### src/hdl/b2da_pkg.sv
package b2da_pkg;

    localparam int VALUE_WIDTH_DEF  = 32;
    localparam int IN_WIDTH         = 32;
    localparam int DIGIT_CHAR_WIDTH = 6;
    localparam int OUT_TDATA_WIDTH  = 8;
    localparam logic [DIGIT_CHAR_WIDTH-1:0] ASCII_ZERO = 6'h30;
    localparam logic [3:0] DEC_MAX_DIGIT = 4'd9;
    localparam logic [3:0] DABBLE_LIMIT  = 4'd5;
    localparam logic [3:0] DABBLE_ADJ    = 4'd3;

    typedef struct packed {
        logic load;
        logic shift_conv;
        logic shift_skip;
        logic emit;
    } t_cmd;

    typedef struct packed {
        logic conv_last;
        logic top_zero;
        logic last_digit;
        logic out_free;
    } t_status;

endpackage

### src/hdl/binary_to_decimal_ascii_unit.sv
// Binary to decimal ASCII digit serializer, most significant digit first.
// Sequence: an accept step, then VALUE_WIDTH (capped at 32) double-dabble shift steps,
// then one skip step per skipped leading zero, one to leave the skip phase, one per digit.
// One item at a time: a new value is accepted only after the previous value's last digit
// has been emitted; digits leave one per cycle while the output is not stalled.
// Reset (synchronous, active low) returns the controller to idle and empties the output.
module binary_to_decimal_ascii_unit #(
    parameter int VALUE_WIDTH = b2da_pkg::VALUE_WIDTH_DEF
) (
    input  logic                                 i_clk,
    input  logic                                 i_rst_n,
    input  logic                                 s_axis_tvalid,
    output logic                                 s_axis_tready,
    input  logic [b2da_pkg::IN_WIDTH-1:0]        s_axis_tdata,  // [31:0] value
    output logic                                 m_axis_tvalid,
    input  logic                                 m_axis_tready,
    output logic [b2da_pkg::OUT_TDATA_WIDTH-1:0] m_axis_tdata,  // [5:0] digit_char, [7:6] zero
    output logic                                 m_axis_tlast
);
    import b2da_pkg::*;

    t_cmd    cmd;
    t_status status;
    logic [DIGIT_CHAR_WIDTH-1:0] digit_char;

    b2da_ctrl u_ctrl (
        .i_clk         (i_clk),
        .i_rst_n       (i_rst_n),
        .s_axis_tvalid (s_axis_tvalid),
        .s_axis_tready (s_axis_tready),
        .i_status      (status),
        .o_cmd         (cmd)
    );

    b2da_dpath #(
        .VALUE_WIDTH (VALUE_WIDTH)
    ) u_dpath (
        .i_clk         (i_clk),
        .i_rst_n       (i_rst_n),
        .i_value       (s_axis_tdata),
        .i_cmd         (cmd),
        .o_status      (status),
        .m_axis_tvalid (m_axis_tvalid),
        .m_axis_tready (m_axis_tready),
        .o_digit_char  (digit_char),
        .m_axis_tlast  (m_axis_tlast)
    );

    assign m_axis_tdata = {{(OUT_TDATA_WIDTH-DIGIT_CHAR_WIDTH){1'b0}}, digit_char};

endmodule

### src/hdl/b2da_ctrl.sv
module b2da_ctrl (
    input  logic             i_clk,
    input  logic             i_rst_n,
    input  logic             s_axis_tvalid,
    output logic             s_axis_tready,
    input  b2da_pkg::t_status i_status,
    output b2da_pkg::t_cmd    o_cmd
);
    import b2da_pkg::*;

    localparam logic [1:0] ST_IDLE = 2'd0;
    localparam logic [1:0] ST_CONV = 2'd1;
    localparam logic [1:0] ST_SKIP = 2'd2;
    localparam logic [1:0] ST_EMIT = 2'd3;

    logic [1:0] r_state;
    logic [1:0] n_state;

    assign s_axis_tready = (r_state == ST_IDLE);

    always_comb begin
        n_state = r_state;
        o_cmd   = '0;
        unique case (r_state)
            ST_IDLE: begin
                if (s_axis_tvalid) begin
                    o_cmd.load = 1'b1;
                    n_state    = ST_CONV;
                end
            end
            ST_CONV: begin
                o_cmd.shift_conv = 1'b1;
                if (i_status.conv_last) begin
                    n_state = ST_SKIP;
                end
            end
            ST_SKIP: begin
                if (i_status.top_zero && !i_status.last_digit) begin
                    o_cmd.shift_skip = 1'b1;
                end else begin
                    n_state = ST_EMIT;
                end
            end
            ST_EMIT: begin
                if (i_status.out_free) begin
                    o_cmd.emit = 1'b1;
                    if (i_status.last_digit) begin
                        n_state = ST_IDLE;
                    end
                end
            end
            default: n_state = ST_IDLE;
        endcase
    end

    always_ff @(posedge i_clk) begin
        if (!i_rst_n) begin
            r_state <= ST_IDLE;
        end else begin
            r_state <= n_state;
        end
    end

    a_emit_last_idle: assert property (@(posedge i_clk) disable iff (!i_rst_n)
        (o_cmd.emit && i_status.last_digit) |=> (r_state == ST_IDLE))
        else $error("controller not idle after final digit");

    a_conv_to_skip: assert property (@(posedge i_clk) disable iff (!i_rst_n)
        (o_cmd.shift_conv && i_status.conv_last) |=> (r_state == ST_SKIP))
        else $error("conversion end not followed by skip phase");

    a_idle_no_work: assert property (@(posedge i_clk) disable iff (!i_rst_n)
        (r_state == ST_IDLE) |-> !(o_cmd.shift_conv || o_cmd.shift_skip || o_cmd.emit))
        else $error("datapath command issued while idle");

endmodule

### src/hdl/b2da_dpath.sv
module b2da_dpath #(
    parameter int VALUE_WIDTH = b2da_pkg::VALUE_WIDTH_DEF
) (
    input  logic                                 i_clk,
    input  logic                                 i_rst_n,
    input  logic [b2da_pkg::IN_WIDTH-1:0]        i_value,
    input  b2da_pkg::t_cmd                       i_cmd,
    output b2da_pkg::t_status                    o_status,
    output logic                                 m_axis_tvalid,
    input  logic                                 m_axis_tready,
    output logic [b2da_pkg::DIGIT_CHAR_WIDTH-1:0] o_digit_char,
    output logic                                 m_axis_tlast
);
    import b2da_pkg::*;

    localparam int EW     = (VALUE_WIDTH < IN_WIDTH) ? VALUE_WIDTH : IN_WIDTH;
    localparam int NDIG   = (EW * 3) / 10 + 1;
    localparam int BCD_W  = NDIG * 4;
    localparam int CNT_W  = $clog2(EW + 1);
    localparam int LEFT_W = $clog2(NDIG + 1);

    logic [EW-1:0]     r_bin;
    logic [BCD_W-1:0]  r_bcd;
    logic [BCD_W-1:0]  bcd_adj;
    logic [CNT_W-1:0]  r_cnt;
    logic [LEFT_W-1:0] r_left;
    logic              r_out_valid;
    logic [DIGIT_CHAR_WIDTH-1:0] r_out_char;
    logic              r_out_last;
    logic [3:0]        top_digit;

    assign top_digit = r_bcd[BCD_W-1 -: 4];

    always_comb begin
        logic [3:0] d;
        for (int k = 0; k < NDIG; k++) begin
            d = r_bcd[k*4 +: 4];
            bcd_adj[k*4 +: 4] = (d >= DABBLE_LIMIT) ? d + DABBLE_ADJ : d;
        end
    end

    assign o_status.conv_last  = (r_cnt == CNT_W'(1));
    assign o_status.top_zero   = (top_digit == 4'd0);
    assign o_status.last_digit = (r_left == LEFT_W'(1));
    assign o_status.out_free   = !r_out_valid || m_axis_tready;

    always_ff @(posedge i_clk) begin
        if (i_cmd.load) begin
            r_bin  <= i_value[EW-1:0];
            r_bcd  <= '0;
            r_cnt  <= CNT_W'(EW);
            r_left <= LEFT_W'(NDIG);
        end else if (i_cmd.shift_conv) begin
            r_bcd <= {bcd_adj[BCD_W-2:0], r_bin[EW-1]};
            r_bin <= {r_bin[EW-2:0], 1'b0};
            r_cnt <= r_cnt - CNT_W'(1);
        end else if (i_cmd.shift_skip || i_cmd.emit) begin
            r_bcd  <= {r_bcd[BCD_W-5:0], 4'd0};
            r_left <= r_left - LEFT_W'(1);
        end
    end

    always_ff @(posedge i_clk) begin
        if (!i_rst_n) begin
            r_out_valid <= 1'b0;
        end else if (i_cmd.emit) begin
            r_out_valid <= 1'b1;
        end else if (m_axis_tready) begin
            r_out_valid <= 1'b0;
        end
    end

    always_ff @(posedge i_clk) begin
        if (i_cmd.emit) begin
            r_out_char <= ASCII_ZERO + {{(DIGIT_CHAR_WIDTH-4){1'b0}}, top_digit};
            r_out_last <= o_status.last_digit;
        end
    end

    assign m_axis_tvalid = r_out_valid;
    assign o_digit_char  = r_out_char;
    assign m_axis_tlast  = r_out_last;

    a_digit_range: assert property (@(posedge i_clk) disable iff (!i_rst_n)
        i_cmd.emit |-> (top_digit <= DEC_MAX_DIGIT))
        else $error("emitted BCD digit out of range");

    a_left_nonzero: assert property (@(posedge i_clk) disable iff (!i_rst_n)
        (i_cmd.emit || i_cmd.shift_skip) |-> (r_left != '0))
        else $error("digit counter underflow");

    a_emit_holds_free: assert property (@(posedge i_clk) disable iff (!i_rst_n)
        i_cmd.emit |-> (!r_out_valid || m_axis_tready))
        else $error("output register overwritten before transaction");

endmodule

### config.mk
export PLATFORM = sky130hd
export DESIGN_NAME = binary_to_decimal_ascii_unit
export DESIGN_NICKNAME = d
export VERILOG_FILES = /design/src/hdl/b2da_pkg.sv /design/src/hdl/binary_to_decimal_ascii_unit.sv /design/src/hdl/b2da_ctrl.sv /design/src/hdl/b2da_dpath.sv
export SDC_FILE = /design/constraint.sdc
export NUM_CORES = 1
export LEC_CHECK = 0
export ABC_AREA = 1
export BUFFER_PORTS_ARGS = -buffer_cell sky130_fd_sc_hd__clkbuf_2
export CORE_UTILIZATION = 59
export DETAILED_ROUTE_END_ITERATION = 6
export PLACE_DENSITY = 0.79
export SYNTH_ARGS = -nofsm -noshare
export SYNTH_HDL_FRONTEND = slang
export SYNTH_HIERARCHICAL = 1
export SYNTH_SLANG_ARGS = --single-unit
### constraint.sdc
create_clock -name i_clk -period 6.7 [get_ports i_clk]
set_clock_uncertainty 0.2 [all_clocks]
set_input_delay 1.005 -clock i_clk [delete_from_list [all_inputs] [get_ports i_clk]]
set_output_delay 1.005 -clock i_clk [all_outputs]
set_load 0.05 [all_outputs]
==> flow_metrics.tcl <==
set metrics [dict create \
    clock.fmax_mhz 334 \
    hold_buffers 0 \
    fp.coreArea_mm2 0.00872 \
    hold_class "register to register" \
    powerDensity_mw_per_mm2 318 \
    cts_made_buffers 9 \
    grt_max_degree 72 \
    max_cap_viol_count 0 \
    crit_path_max_fanout 40 \
    finalCritPeriodShare_pct 44.7 \
    final_cells 912 \
    wirelength_met1_mm 4.81 \
    min_from "u_dpath/r_bcd[37]" \
    ir_drop_uv 182 \
    outcome "complete, no violations" \
    ant_nets 0 \
    synthTopCellsByArea "edfxtp_1 21%, nand2_1 21%, dfxtp_1 20%" \
    critPathCaptureType "register" \
    crit_path_frequent_cell "buf_4" \
    tightestPinTransition_ns 0.856 \
    yosysWarnings 6 \
    combPwrFrac_pct 33.4 \
    route.detailed.drc 0 \
    cts_tree "done" \
    path_class "register to register" \
    synth_area_mm2 0.00532 \
    required_ns 6.59 \
    rsz0062_at_grt "no" \
    slew_viol_final 0 \
    pwr-share-seq_pct 45.9 \
    cpLargestDelayFamily "buffers and inverters" \
    worst_slack_ns 3.70 \
    die-area_mm2 0.00940 \
    drt_iter0_drc 304 \
    antenna_found_initial 0 \
    layout.nets 863 \
    finalSetupTns_ns 0 \
    cp_cell_sequence "inv_1 > ha_1 > buf_4 > inv_2 > nand2_1 > buf_4" \
    clockBufferDepth 2 \
    critPathSlowestCell "inv_2" \
    place_hpwl_mm 7.29 \
    relSlewSlack_pct 42.8 \
    vias 4815 \
    p_sw_uw 717 \
    diodes 0 \
    fp-row-count 34 \
    gr-usage-all-layers_pct 23.7 \
    wl_mm 10.8 \
    crit_path_start "u_ctrl/r_state[1]" \
    route.met3.wl_um 424 \
    max_stage_delay_ns 0.59 \
    startpoint_type "register" \
    grt_pass1_wl_mm 18.7 \
    synth-seq-cells 90 \
    wl_met2_mm 5.42 \
    path_clk_slew_ns 0.10 \
    clock-sinks 90 \
    fp.dieW_um 96.9 \
    fp.dieH_um 96.9 \
    wire_per_inst_um 11.8 \
    grt_pass1_vias 4449 \
    finalSetupViolCount 0 \
    synth_top_area_share_pct 20.9 \
    portBuffers 42 \
    yosysSeqAreaShare_pct 40.8 \
    postCtsSetupRepairBufs 0 \
    critPathBufInv 4 \
    p_leak_uw 0.00278 \
    syn-instance-count 771 \
    ys_types 26 \
    drive_gt1_share_pct 8.83 \
    dp_slack_ns 3.31 \
    post-route-min-period_ns 3.00 \
    grt_overflow 0 \
    arrival_ns 2.89 \
    root_buffer "clkbuf_8" \
    power_frac_clock_pct 20.7 \
    dpl.cell_count 896 \
    switching_share_pct 39.4 \
    syn_to_final_growth_pct 7.60 \
    cts_resized 0 \
    via_per_inst 5.28 \
    power.internal_uw 1100 \
    clock_latency_ns 0.36 \
    synth_top_area_cell "edfxtp_1" \
    firstDrtPassIters 5 \
    n_fill_cell 766 \
    htreeDepth 3 \
    avgSynthCellArea_um2 6.90 \
    final-hold-violation-count 0 \
    routabilityCongestion 0.820 \
    top_layer_used "met4" \
    ios 47 \
    start_util_pct 61.0 \
    reg2reg_from "u_ctrl/r_state[1]" \
]
[Yosys cell counts]
| library cell | n |
|---|---|
| a21boi_0 | 1 |
| a21oi_1 | 37 |
| a21oi_2 | 1 |
| a31oi_1 | 1 |
| buf_2 | 8 |
| buf_4 | 8 |
| buf_6 | 3 |
| clkbuf_1 | 12 |
| clkinv_1 | 1 |
| conb_1 | 2 |
| dfxtp_1 | 53 |
| edfxtp_1 | 37 |
| ha_1 | 28 |
| inv_1 | 102 |
| inv_2 | 1 |
| nand2_1 | 296 |
| nand3_1 | 92 |
| nand4_1 | 21 |
| nor2_1 | 42 |
| nor2_2 | 3 |
| nor2_4 | 3 |
| nor3_1 | 2 |
| nor3b_1 | 1 |
| o21ai_0 | 14 |
| o21ai_1 | 1 |
| or2_2 | 1 |
[worst paths after layout]
path                             end  slack, ns  cells past startpoint
min reg2reg  u_dpath/o_digit_char[1]       0.29                      0
min          u_dpath/o_digit_char[1]       0.29                      0
max                 u_dpath/r_bin[5]       3.70                      6
max reg2reg         u_dpath/r_bin[5]       3.70                      6
[per-layer routing]
metal | global-route usage (%) | vias up
met5 | 0 | -
met3 | 3.47 | 9
met2 | 43.4 | 115
met4 | 8.73 | 0
met1 | 27.9 | 2193
li1 | - | 2498
[power by group through the flow]
stage               Combinational [µW]  Sequential [µW]  Clock, µW
finish                             609              835        377
global route                       695              850        406
CTS                                615              835        387
detailed placement                 611              846          0
global placement                   588              838          0
floorplan                          495              840          0
[registers in the layout, summed over array words and instances, names as in the netlist]
name,flops
u_ctrl/r_state,2
u_dpath/m_axis_tlast,1
u_dpath/m_axis_tvalid,1
u_dpath/o_digit_char,4
u_dpath/r_bcd,40
u_dpath/r_bin,32
u_dpath/r_cnt,6
u_dpath/r_left,4
[metrics by stage]
stage / hold WS (ns) / area [µm²] / utilization [%] / power [µW]
floorplan: 0.231 / 5330 / - / 1330
global placement: 0.260 / 5520 / 63.3 / 1430
detailed placement: 0.271 / 5520 / 63.3 / 1460
CTS: 0.284 / 5720 / 65.6 / 1840
global route: 0.297 / 5720 / 65.6 / 1950
finish: 0.292 / 5720 / 65.6 / 1820
[worst reg2reg max path, delay by kind of cell (launching register included)]
family	cells	cell delay [ns]
AND/OR/NAND/NOR	1	0.60
buffers and inverters	4	1.36
flip-flops	1	0.39
adder cells (fa/ha/maj)	1	0.17
[kinds of logic after synthesis]
logic type               Yosys count  synth area share [%]
AND/OR/NAND/NOR                  461                  36.4
buffers and inverters            135                  10.7
flip-flops                        90                  40.8
AO/OA/AOI/OAI                     55                  5.32
adder cells (fa/ha/maj)           28                  6.59
other                              2                 0.141
[cell type report]
class / instances / area (µm²) / share of cell area (%)
Inverter: 104 / 390 / 6.82
Multi-Input combinational cell: 548 / 2580 / 45.2
Timing Repair Buffer: 46 / 240 / 4.20
Clock inverter: 6 / 72.6 / 1.27
Tap cell: 108 / 135 / 2.36
Clock buffer: 10 / 128 / 2.23
Sequential cell: 90 / 2170 / 38.0
[layout by cell type (no fill, tap or decap), drive strengths merged, types with 21 or more instances in the layout]
cell type and count:
nand4 21, a21oi 38, ha 28, nor2 48, dfxtp 53, nand2 296, nand3 92, edfxtp 37
clkbuf 52, inv 106
No activity file was read; power rests on OpenSTA's default activity.
